**src/mmmv_pkg.sv**
```systemverilog
package mmmv_pkg;

    // Default depth of the window store.
    localparam int DEFAULT_WINDOW_MAX = 64;

    // Widths fixed by the register and payload fields.
    localparam int SAMPLE_W  = 32;
    localparam int LEN_W     = 7;
    localparam int CFG_IDX_W = 1;

    // Register indexes of the configuration port.
    localparam logic [CFG_IDX_W-1:0] REG_WINDOW_LEN    = 1'b0;
    localparam logic [CFG_IDX_W-1:0] REG_MISSING_VALUE = 1'b1;

    // Register reset values.
    localparam logic [LEN_W-1:0]    WINDOW_LEN_RESET    = 7'd3;
    localparam logic [SAMPLE_W-1:0] MISSING_VALUE_RESET = 32'h8000_0000;

endpackage

```
**src/mmmv_ram.sv**
```systemverilog
module mmmv_ram #(
    parameter int WIDTH = 32,
    parameter int DEPTH = 64,
    localparam int AW = (DEPTH > 1) ? $clog2(DEPTH) : 1
) (
    input  logic             clk,
    input  logic             we,
    input  logic [AW-1:0]    waddr,
    input  logic [WIDTH-1:0] wdata,
    input  logic             re,
    input  logic [AW-1:0]    raddr,
    output logic [WIDTH-1:0] rdata
);

    logic [WIDTH-1:0] mem [DEPTH];

    // One write port and one registered read port.
    always_ff @(posedge clk)
    begin
        if (we)
        begin
            mem[waddr] <= wdata;
        end
        if (re)
        begin
            rdata <= mem[raddr];
        end
    end

endmodule

```
**src/moving_mean_with_missing_values.sv**
```systemverilog
// Channel  Handshake               Payload
// -------  ----------------------  ---------------------------------------
// input    in_valid / in_stall     sample[31:0], series_start
// output   out_valid / out_stall   mean[31:0], mean_missing
// config   cfg_we                  cfg_index, cfg_data[31:0]
//
// A missing result (warm-up or missing current sample) skips sum and divide.
// For an averaged item the window is summed through the single read port of
// the store, one entry a cycle, then a radix-2 divider takes one quotient bit
// a cycle for SW = 32 + clog2(WINDOW_MAX + 1) bits. Reset clears all control
// state; the store needs no clearing. in_stall is high while an item is at
// work; a result waits in the output register while out_stall is high.
module moving_mean_with_missing_values
    import mmmv_pkg::*;
#(
    parameter int WINDOW_MAX = DEFAULT_WINDOW_MAX
) (
    input  logic                 clk,
    input  logic                 rst_n,
    input  logic                 cfg_we,
    input  logic [CFG_IDX_W-1:0] cfg_index,
    input  logic [SAMPLE_W-1:0]  cfg_data,
    input  logic                 in_valid,
    output logic                 in_stall,
    input  logic [SAMPLE_W-1:0]  sample,
    input  logic                 series_start,
    output logic                 out_valid,
    input  logic                 out_stall,
    output logic [SAMPLE_W-1:0]  mean,
    output logic                 mean_missing
);

    localparam int AW = (WINDOW_MAX > 1) ? $clog2(WINDOW_MAX) : 1;
    localparam int CW = $clog2(WINDOW_MAX + 1);
    localparam int SW = SAMPLE_W + CW;
    localparam int DW = $clog2(SW + 1);
    localparam logic [AW-1:0] PTR_LAST = AW'(WINDOW_MAX - 1);
    localparam logic [CW-1:0] CNT_MAX  = CW'(WINDOW_MAX);

    typedef enum logic [4:0] {
        S_IDLE = 5'b00001,
        S_SUM  = 5'b00010,
        S_PREP = 5'b00100,
        S_DIV  = 5'b01000,
        S_DONE = 5'b10000
    } state_t;

    state_t              state_reg, state_next;
    logic [LEN_W-1:0]    window_len_reg;
    logic [SAMPLE_W-1:0] missing_value_reg;
    logic [AW-1:0]       wp_reg, wp_next;
    logic [CW-1:0]       seen_reg, seen_next;
    logic [CW-1:0]       len_reg, len_next;
    logic [CW-1:0]       issue_cnt_reg, issue_cnt_next;
    logic [CW-1:0]       acc_cnt_reg, acc_cnt_next;
    logic                rd_vld_reg;
    logic [SW-1:0]       sum_reg, sum_next;
    logic [CW-1:0]       cnt_reg, cnt_next;
    logic [DW-1:0]       step_reg, step_next;
    logic                out_valid_reg, out_valid_next;
    logic [AW-1:0]       rd_ptr_reg, rd_ptr_next;
    logic [SW-1:0]       q_reg, q_next;
    logic [CW-1:0]       rem_reg, rem_next;
    logic                neg_reg, neg_next;
    logic                miss_reg, miss_next;
    logic [SAMPLE_W-1:0] mean_reg, mean_next;
    logic                mean_missing_reg, mean_missing_next;

    logic                accept;
    logic [CW-1:0]       len_eff;
    logic [AW-1:0]       wp_eff;
    logic [AW-1:0]       wp_inc;
    logic [CW-1:0]       seen_new;
    logic                rd_en;
    logic [SAMPLE_W-1:0] rd_data;
    logic [CW:0]         r_ext;
    logic [CW:0]         r_sub;
    logic                r_ge;
    logic [SW-1:0]       q_neg;
    logic [SW-1:0]       sum_neg;

    assign accept   = in_valid && !in_stall;
    assign in_stall = (state_reg != S_IDLE);

    // Effective window length: zero counts as one, large values saturate.
    always_comb
    begin
        if (window_len_reg == '0)
        begin
            len_eff = CW'(1);
        end
        else if (int'(window_len_reg) > WINDOW_MAX)
        begin
            len_eff = CNT_MAX;
        end
        else
        begin
            len_eff = CW'(window_len_reg);
        end
    end

    // Write position and sample count for the incoming item.
    assign wp_eff   = series_start ? '0 : wp_reg;
    assign wp_inc   = (wp_eff == PTR_LAST) ? '0 : wp_eff + AW'(1);
    assign seen_new = series_start ? CW'(1) :
                      (seen_reg == CNT_MAX) ? seen_reg : seen_reg + CW'(1);

    // Window store.
    mmmv_ram #(
        .WIDTH (SAMPLE_W),
        .DEPTH (WINDOW_MAX)
    ) u_store (
        .clk   (clk),
        .we    (accept),
        .waddr (wp_eff),
        .wdata (sample),
        .re    (rd_en),
        .raddr (rd_ptr_reg),
        .rdata (rd_data)
    );

    // One restoring division step and the sign fix-ups.
    assign r_ext   = {rem_reg, q_reg[SW-1]};
    assign r_sub   = r_ext - {1'b0, cnt_reg};
    assign r_ge    = (r_ext >= {1'b0, cnt_reg});
    assign q_neg   = ~q_reg + SW'(1);
    assign sum_neg = ~sum_reg + SW'(1);

    assign rd_en = (state_reg == S_SUM) && (issue_cnt_reg != len_reg);

    // Sequencer.
    always_comb
    begin
        state_next        = state_reg;
        wp_next           = wp_reg;
        seen_next         = seen_reg;
        len_next          = len_reg;
        issue_cnt_next    = issue_cnt_reg;
        acc_cnt_next      = acc_cnt_reg;
        sum_next          = sum_reg;
        cnt_next          = cnt_reg;
        step_next         = step_reg;
        rd_ptr_next       = rd_ptr_reg;
        q_next            = q_reg;
        rem_next          = rem_reg;
        neg_next          = neg_reg;
        miss_next         = miss_reg;
        mean_next         = mean_reg;
        mean_missing_next = mean_missing_reg;
        out_valid_next    = out_valid_reg;

        // The waiting result leaves on a transfer.
        if (out_valid_reg && !out_stall)
        begin
            out_valid_next = 1'b0;
        end

        case (state_reg)
            S_IDLE:
            begin
                if (accept)
                begin
                    wp_next        = wp_inc;
                    seen_next      = seen_new;
                    len_next       = len_eff;
                    rd_ptr_next    = wp_eff;
                    issue_cnt_next = '0;
                    acc_cnt_next   = '0;
                    sum_next       = '0;
                    cnt_next       = '0;
                    if (seen_new < len_eff || sample == missing_value_reg)
                    begin
                        miss_next  = 1'b1;
                        state_next = S_DONE;
                    end
                    else
                    begin
                        miss_next  = 1'b0;
                        state_next = S_SUM;
                    end
                end
            end
            S_SUM:
            begin
                // Walk back from the newest entry, one read a cycle.
                if (rd_en)
                begin
                    rd_ptr_next    = (rd_ptr_reg == '0) ? PTR_LAST : rd_ptr_reg - AW'(1);
                    issue_cnt_next = issue_cnt_reg + CW'(1);
                end
                if (rd_vld_reg)
                begin
                    if (rd_data != missing_value_reg)
                    begin
                        sum_next = sum_reg + {{(SW-SAMPLE_W){rd_data[SAMPLE_W-1]}}, rd_data};
                        cnt_next = cnt_reg + CW'(1);
                    end
                    acc_cnt_next = acc_cnt_reg + CW'(1);
                    if (acc_cnt_reg == len_reg - CW'(1))
                    begin
                        state_next = S_PREP;
                    end
                end
            end
            S_PREP:
            begin
                if (cnt_reg == '0)
                begin
                    miss_next  = 1'b1;
                    state_next = S_DONE;
                end
                else
                begin
                    neg_next   = sum_reg[SW-1];
                    q_next     = sum_reg[SW-1] ? sum_neg : sum_reg;
                    rem_next   = '0;
                    step_next  = DW'(SW);
                    state_next = S_DIV;
                end
            end
            S_DIV:
            begin
                rem_next  = r_ge ? r_sub[CW-1:0] : r_ext[CW-1:0];
                q_next    = {q_reg[SW-2:0], r_ge};
                step_next = step_reg - DW'(1);
                if (step_reg == DW'(1))
                begin
                    state_next = S_DONE;
                end
            end
            S_DONE:
            begin
                // Load the output register once it is free.
                if (!out_valid_reg || !out_stall)
                begin
                    out_valid_next    = 1'b1;
                    mean_missing_next = miss_reg;
                    if (miss_reg)
                    begin
                        mean_next = missing_value_reg;
                    end
                    else
                    begin
                        mean_next = neg_reg ? q_neg[SAMPLE_W-1:0] : q_reg[SAMPLE_W-1:0];
                    end
                    state_next = S_IDLE;
                end
            end
            default:
            begin
                state_next = S_IDLE;
            end
        endcase
    end

    // Control state and configuration registers.
    always_ff @(posedge clk or negedge rst_n)
    begin
        if (!rst_n)
        begin
            state_reg         <= S_IDLE;
            window_len_reg    <= WINDOW_LEN_RESET;
            missing_value_reg <= MISSING_VALUE_RESET;
            wp_reg            <= '0;
            seen_reg          <= '0;
            len_reg           <= '0;
            issue_cnt_reg     <= '0;
            acc_cnt_reg       <= '0;
            rd_vld_reg        <= 1'b0;
            sum_reg           <= '0;
            cnt_reg           <= '0;
            step_reg          <= '0;
            out_valid_reg     <= 1'b0;
        end
        else
        begin
            state_reg     <= state_next;
            wp_reg        <= wp_next;
            seen_reg      <= seen_next;
            len_reg       <= len_next;
            issue_cnt_reg <= issue_cnt_next;
            acc_cnt_reg   <= acc_cnt_next;
            rd_vld_reg    <= rd_en;
            sum_reg       <= sum_next;
            cnt_reg       <= cnt_next;
            step_reg      <= step_next;
            out_valid_reg <= out_valid_next;
            if (cfg_we)
            begin
                case (cfg_index)
                    REG_WINDOW_LEN:    window_len_reg    <= cfg_data[LEN_W-1:0];
                    REG_MISSING_VALUE: missing_value_reg <= cfg_data;
                    default:           window_len_reg    <= window_len_reg;
                endcase
            end
        end
    end

    // Datapath registers.
    always_ff @(posedge clk)
    begin
        rd_ptr_reg       <= rd_ptr_next;
        q_reg            <= q_next;
        rem_reg          <= rem_next;
        neg_reg          <= neg_next;
        miss_reg         <= miss_next;
        mean_reg         <= mean_next;
        mean_missing_reg <= mean_missing_next;
    end

    assign out_valid    = out_valid_reg;
    assign mean         = mean_reg;
    assign mean_missing = mean_missing_reg;

`ifndef SYNTH
    // An accepted item always puts the sequencer to work.
    a_accept_leaves_idle: assert property (@(posedge clk) disable iff (!rst_n)
        accept |=> state_reg != S_IDLE)
        else $error("sequencer stayed idle after an accepted item");

    // Reads never run past the window length.
    a_issue_bound: assert property (@(posedge clk) disable iff (!rst_n)
        state_reg == S_SUM |-> issue_cnt_reg <= len_reg)
        else $error("window read count exceeds the window length");

    // Every accumulated entry was read first.
    a_acc_after_issue: assert property (@(posedge clk) disable iff (!rst_n)
        state_reg == S_SUM |-> acc_cnt_reg <= issue_cnt_reg)
        else $error("accumulated more entries than were read");

    // The divider never runs with a zero count.
    a_div_nonzero: assert property (@(posedge clk) disable iff (!rst_n)
        state_reg == S_DIV |-> cnt_reg != '0)
        else $error("division started with a zero count");

    // A finished result is not dropped while the output is stalled.
    a_done_waits: assert property (@(posedge clk) disable iff (!rst_n)
        (state_reg == S_DONE && out_valid_reg && out_stall) |=> state_reg == S_DONE)
        else $error("result left the sequencer while the output was held");
`endif

endmodule

```
**config.mk**
```make
export PLATFORM = sky130hd
export DESIGN_NAME = moving_mean_with_missing_values
export DESIGN_NICKNAME = d
export VERILOG_FILES = /design/src/mmmv_pkg.sv /design/src/mmmv_ram.sv /design/src/moving_mean_with_missing_values.sv
export SDC_FILE = /design/constraint.sdc
export NUM_CORES = 2
export LEC_CHECK = 0
export ABC_AREA = 0
export ABC_CLOCK_PERIOD_IN_PS = 3990
export BUFFER_PORTS_ARGS = -buffer_cell sky130_fd_sc_hd__buf_4
export CAP_MARGIN = 10
export CORE_ASPECT_RATIO = 2
export CORE_MARGIN = 1
export CORE_UTILIZATION = 57
export DETAILED_ROUTE_END_ITERATION = 12
export PLACE_DENSITY = 0.72
export SLEW_MARGIN = 5
export SYNTH_ARGS = -nofsm -noshare
export SYNTH_HDL_FRONTEND = slang
export SYNTH_SLANG_ARGS = --single-unit
```
**constraint.sdc**
```tcl
create_clock -name clk -period 3.99 [get_ports clk]
set_input_delay 0.1995 -clock clk [delete_from_list [all_inputs] [get_ports clk]]
set_output_delay 0.1995 -clock clk [all_outputs]
set_load 0.05 [all_outputs]
```
# --- Yosys cells after proc, flatten, opt, wreduce, memory -nomap -nowiden ---
# Memories as Yosys holds them, arrays and structs flattened. A register that Yosys moved wholly into a read port is not among the register bits.
# Cells that the tools add are included.
totals:
  ramBits: 2048
  mem_count: 1
  reg_bits: 219
  output_inout_bits: 35
memory_table:
  columns: ["memory", "words", "word_bits", "read_ports", "rd_clocked_by_memory_dff", "write_ports", "line", "source"]
  rows:
  - ["u_store.mem", 64, 32, 1, 1, 1, "mmmv_ram.sv:15", "logic [WIDTH-1:0] mem [DEPTH];"]
classes:
  addsub: 12
  eq_ne: 22
  n_bitwise: 4
  muxes: 49
  magnitude_cmp: 3
  reduce_logical: 25
ops:
  columns: ["cell", "count"]
  rows:
  - ["$mux 39", 5]
  - ["$pmux 39 s2", 2]
  - ["$mux 7", 11]
  - ["$mux 32", 2]
  - ["$pmux 7 s2", 4]
  - ["$add 39x1->39 const B", 1]
  - ["$add 39x39->39", 1]
  - ["$not 39->39", 1]
  - ["$mux 6", 6]
  - ["$mux 5", 7]
  - ["$add 32x1->32 const B", 1]
  - ["$eq 32x32->1", 1]
  - ["$ne 32x32->1", 1]
  - ["$not 32->32", 1]
  - ["$add 7x1->7 const B", 4]
  - ["$pmux 5 s5", 1]
  - ["$pmux 6 s2", 2]
  - ["$logic_not 7->1", 2]
  - ["$ne 2x2->1 const B", 7]
  - ["$reduce_and 2->1", 6]
  - ["$sub 6x1->6 const B", 2]
  - ["$reduce_and 3->1", 3]
  - ["$ge 8x7->1", 1]
  - ["$mux 1", 8]
  - ["26 further kinds", 35]

# --- Logic depth before layout (Yosys ltp) ---
depth:
  depth_word: 8
  mapped_depth: 13
  mapped_depth_nobuf: 13

# --- By module ---
# From an unflattened synthesis, not the netlist that was laid out.
unflattened:
  cells_unflattened: 4803
  hier_area_um2: 92995.4
modules_own_cells:
  columns: ["module", "instances", "cells_each", "seq_area_each_um2", "area_each_um2"]
  rows:
  - ["mmmv_ram", 1, 3324, 62459.9, 78835.6]
  - ["moving_mean_with_missing_values", 1, 1479, 5920.7, 14159.8]

# --- Worst setup path after synthesis ---
# OpenSTA, ideal clock, no wires.
synth_path:
  kind: "reg-to-reg"
  start: "register state_reg[4]"
  end: "register issue_cnt_reg[6]"
  path_buffers: 0
  setup_slack_ns: 0.276
  t_required_ns: 3.858
  stages_incl_launch_ff: 8
  arrival_time_ns: 3.583
  path_cell_list: "dfrtp_1 nor2_1 nand3_1 a41oi_1 nand4_1 or2_1 xor2_1 nor2_1"
synth_rtl:
  columns: ["element", "line", "source"]
  rows:
  - ["from (decl)", "moving_mean_with_missing_values.sv:48", "state_t state_reg, state_next;"]
  - ["from (signal assigned)", "moving_mean_with_missing_values.sv:277", "state_reg <= state_next;"]
  - ["$eq 5x2->1", "moving_mean_with_missing_values.sv:129", "assign rd_en = (state_reg == S_SUM) && (issue_cnt_reg != len_reg);"]
  - ["$logic_and 1x1->1", "moving_mean_with_missing_values.sv:129", null]
  - ["named net rd_en", "moving_mean_with_missing_values.sv:74", "logic rd_en;"]
  - ["$ne 2x2->1 (no line)", null, null]
  - ["$reduce_and 3->1 (no line)", null, null]
  - ["to (signal assigned)", "moving_mean_with_missing_values.sv:281", "issue_cnt_reg <= issue_cnt_next;"]
  - ["to (decl)", "moving_mean_with_missing_values.sv:54", "logic [CW-1:0] issue_cnt_reg, issue_cnt_next;"]
# The timed path passes the listed nets, and every way through them passes these cells.
# A chain may end at the register's enable or synchronous reset.

# --- Final worst setup path ---
layout_path:
  start: "register sum_reg[5]"
  end: "register q_reg[34], data pin"
layout_via:
  elab_chain_cells: 5
layout_rtl:
  columns: ["element", "line", "source"]
  rows:
  - ["from (decl)", "moving_mean_with_missing_values.sv:57", "logic [SW-1:0] sum_reg, sum_next;"]
  - ["from (signal assigned)", "moving_mean_with_missing_values.sv:284", "sum_reg <= sum_next;"]
  - ["$not 39->39", "moving_mean_with_missing_values.sv:127", "assign sum_neg = ~sum_reg + SW'(1);"]
  - ["$add 39x1->39", "moving_mean_with_missing_values.sv:127", null]
  - ["$mux 39", "moving_mean_with_missing_values.sv:215", "q_next = sum_reg[SW-1] ? sum_neg : sum_reg;"]
  - ["$mux 39", "moving_mean_with_missing_values.sv:207", "if (cnt_reg == '0)"]
  - ["$pmux 39 s2", "moving_mean_with_missing_values.sv:158", "case (state_reg)"]
  - ["named net q_next[34]", "moving_mean_with_missing_values.sv:62", "logic [SW-1:0] q_reg, q_next;"]
  - ["to (signal assigned)", "moving_mean_with_missing_values.sv:303", "q_reg <= q_next;"]
  - ["to (decl)", "moving_mean_with_missing_values.sv:62", null]
# The timed path passes the listed nets, and every way through them passes these cells. The select of a mux whose other input is x is not followed.

==> results.md <==
- CP endpoint kind: register
- Met2 Usage GRT: around 50%
- CTS Root Cell: clkbuf_16
- Final worst-path cycle share: a little over nine tenths
- CTS-repair resized insts: 0
- Mapped Cells: 4472
- IO buf count: 105
- Critical path cell sequence: or4_4 > nor4_4 > nand4b_1 > or4_4 > or4_4 > or3_1 > o41ai_4 > xor2_1 > o21ai_1
- Placer Congestion: 0.9802
- Post-DP Area: between 90000 and 100000 um^2
- Synth async-reset ratio: under 10%
- Hold WC Path Type: in -> reg
- Max Root-Sink Buffers: 4
- CTS Sinks: roughly 2300
- Setup crit start kind: register
- Clk pwr share: between 30 and 40%
- Drt total wl: roughly 230000 um
- Syn-to-layout area delta: 12.99%
- Pint: ~42000 uW
- CP max stage cell: or4_4
- RSZ-0062 raised after global routing: no
- Die Width: approximately 290 um
- Cell family with most CP delay: simple AND/OR/NAND/NOR gates
- Core Util, Final: about two thirds
- Antenna violations before repair: 4
- Layout cell share with drive strength beyond 1: between 20% and 30%
- Synth Flop Type: edfxtp_1
- Final Critical Period: between 3000 and 4000 ps
- Dpl hpwl: 142200 um
- CTS Hold Buffers Added: 69
- Crit Path Class: reg -> reg
- Logic pwr share: 18.5%
- Final hold viol count: 0
- Pwr Density: roughly 540 nW/um^2
- GRT Max-Usage Layer: met2
- Largest net degree at the start of global routing: just over 100
- Switching part of the total power: between 20% and 30%
- Arr. time, crit path: between 4000 and 5000 ps
- Placed Cells: about 6600
- Antenna viol nets, final: 0
- H-Tree Depth: 4
- Clk_lat worst skew: between 800 and 900 ps
- DRC Markers: 0
- Max reg flops: ~2000
- MaxCap Viol Count: 0
- Initial DRC count: roughly 4800
- DIE HEIGHT: 572.0 um
- Synth Warn #: 0
- Max Fclk: ~260 MHz
- Vias in the first global route: between 40000 and 50000
- CTS tree: built
- Register bit total from synthesis: approximately 2300
- Synth cell types: 72
- Net Switching: about 14000 uW
- DRT Pass-1 Iters: 9
- Most frequent cells in the layout: 2167 x edfxtp_1, 672 x mux4_2, 224 x buf_4
- # fillers: around 10000
- Vias/cell: 6.538
- Clock slew at reported path FFs: about 70 ps
- Vias post-DR: between 40000 and 50000
- Worst-path fanout max: 6
- Non-filler instance count after layout: about 7000
- Routed length per instance: approximately 32 um
- I/O pins: around 110
- Post-route cell area: between 100000 and 150000 um^2
- Worst Clk Skew: between 40 and 50 ps
- Buf+Inv Stages, Crit Path: 0
- Leak Pwr: 0.03368 uW
- Setup TNS: 0 ps
- Pwr Total: between 50000 and 60000 uW
- Num CTS Buffers: 189
- Most common cell after layout, fill and taps aside: edfxtp_1
- Crit path required time: ~4500 ps
- Met1 global-route usage: 32.06%
- Worst-Margin Slew: between 1000 and 1500 ps
- Number of post-CTS setup repair buffers: 0
- Max-slew violation count: 0
- Post-Syn Area: between 90000 and 100000 um^2
- Syn Nets: 4610
- Sequential power share: between 40% and 50%
- Status: finished clean
- Starting Density: between 50% and 60%
- Global Route met3 Usage: under 10%
- Die footprint: roughly 160000 um^2
- Post-synth EDFFs: ~2200
- VDD IR max: 0.0003365 V
- Relative slew margins: 25.42%
- Site row count: around 210
- Sequential element share of the synthesized area: about three quarters
- Most frequent CP cell: or4_4
- Core Footprint: approximately 160000 um^2
- Global Route Usage Sum: between 20% and 30%
- GR Overflow Total: 0
- First-pass GRT wire length: ~330000 um
- Final net count: roughly 5000
- Mean post-synth cell area: approximately 21 um^2
- Final setup viols: 0
- Critical path's largest stage delay: around 580 ps
worst paths after layout:
path                              from              endpoint  slack (ps)  cells after the start
max                         sum_reg[5]             q_reg[34]         200                      9
min                          sample[7]    u_store.mem[24][7]         110                      2
max reg2reg                 sum_reg[5]             q_reg[34]         200                      9
min reg2reg                step_reg[0]           step_reg[0]         540                      1
max in group asynchronous        rst_n        acc_cnt_reg[0]        2790                      4
min in group asynchronous        rst_n  missing_value_reg[9]         400                      3
cell usage after synthesis, types with 4 or more instances:
library cell	number	area, um^2
nor4b_1	4	35.03
mux2_2	41	461.7
a211oi_1	7	52.55
nor3_1	23	115.1
nand3_1	37	185.2
nand3b_1	6	45.04
nor2b_1	12	75.07
or3_1	13	81.33
o31ai_1	38	285.3
a311oi_1	6	52.55
a22o_1	13	113.9
o211ai_1	5	37.54
o21ai_1	89	445.4
mux4_2	672	15130
xnor2_1	106	928.4
nor2_1	144	540.5
dfstp_2	4	105.1
ha_1	65	813.3
a21o_1	21	157.7
edfxtp_1	2167	65070
a31oi_1	8	50.05
mux2i_1	13	130.1
or4_1	11	82.58
or4_4	5	56.30
nand2_1	218	818.3
inv_2	4	15.01
and3_1	13	81.33
clkbuf_1	180	675.7
inv_1	42	157.7
o21bai_1	4	30.03
a21oi_1	54	270.3
xor2_1	98	858.3
buf_1	36	135.1
o21ai_0	63	315.3
o21a_1	6	45.04
and2_1	6	37.54
dfrtp_1	128	3203
nand4_1	26	162.7
o41ai_1	10	87.58
nand2b_1	12	75.07
nor4_1	12	75.07
power by group through the flow:
stage	Combinational, uW	Clock (uW)	Sequential (uW)
6_report	10500	18700	27400
5_1_grt	11000	19700	27400
4_1_cts	10600	18900	27400
3_5_place_dp	10500	0	27900
3_3_place_gp	10300	0	27900
2_1_floorplan	6910	0	27900
stage by stage:
stage	hold slack (ps)	setup slack [ps]
final	105.4	201.0
after global routing	112.6	44.42
after CTS	77.19	207.9
after detailed placement	267.0	264.4
after global placement	262.7	295.5
after floorplan	-96.09	275.7
worst reg2reg max path, stage by stage (launching register included):
cell,delay [ps]
dfrtp_1,440
or4_4,580
nor4_4,280
nand4b_1,200
or4_4,490
or4_4,460
or3_1,490
o41ai_4,280
xor2_1,190
o21ai_1,90
cells by family (layout without fill, tap and decap cells):
group	after synthesis	after routing	synth area share [%]
AOI/OAI and AO/OA	354	354	2.416
xor gates and xnor gates	204	204	1.929
adders and majority gates	67	67	0.9215
buffers and inverters	264	733	1.078
DFF	2299	2299	73.85
muxes	726	726	16.98
other	0	2	0
and+or+nand+nor	558	558	2.827
metal layers:
layer | wire (um) | vias to the layer above
li1 | - | 19105
met1 | 76270 | 24402
met2 | 124000 | 2036
met3 | 12980 | 506
met4 | 12250 | 0
met5 | 0 | -
final cells by class:
cell class	instances	area, um^2	area share [%]
Antenna cell	2	5.005	0.004784
Clock buffer	239	5041	4.818
Clock inverter	91	1002	0.9579
Inverter	47	176.4	0.1686
Multi-Input combinational cell	1909	23750	22.70
Sequential cell	2299	68380	65.36
Tap cell	2100	2628	2.511
Timing Repair Buffer	356	3642	3.481
Power figures use the tool's default switching activity.
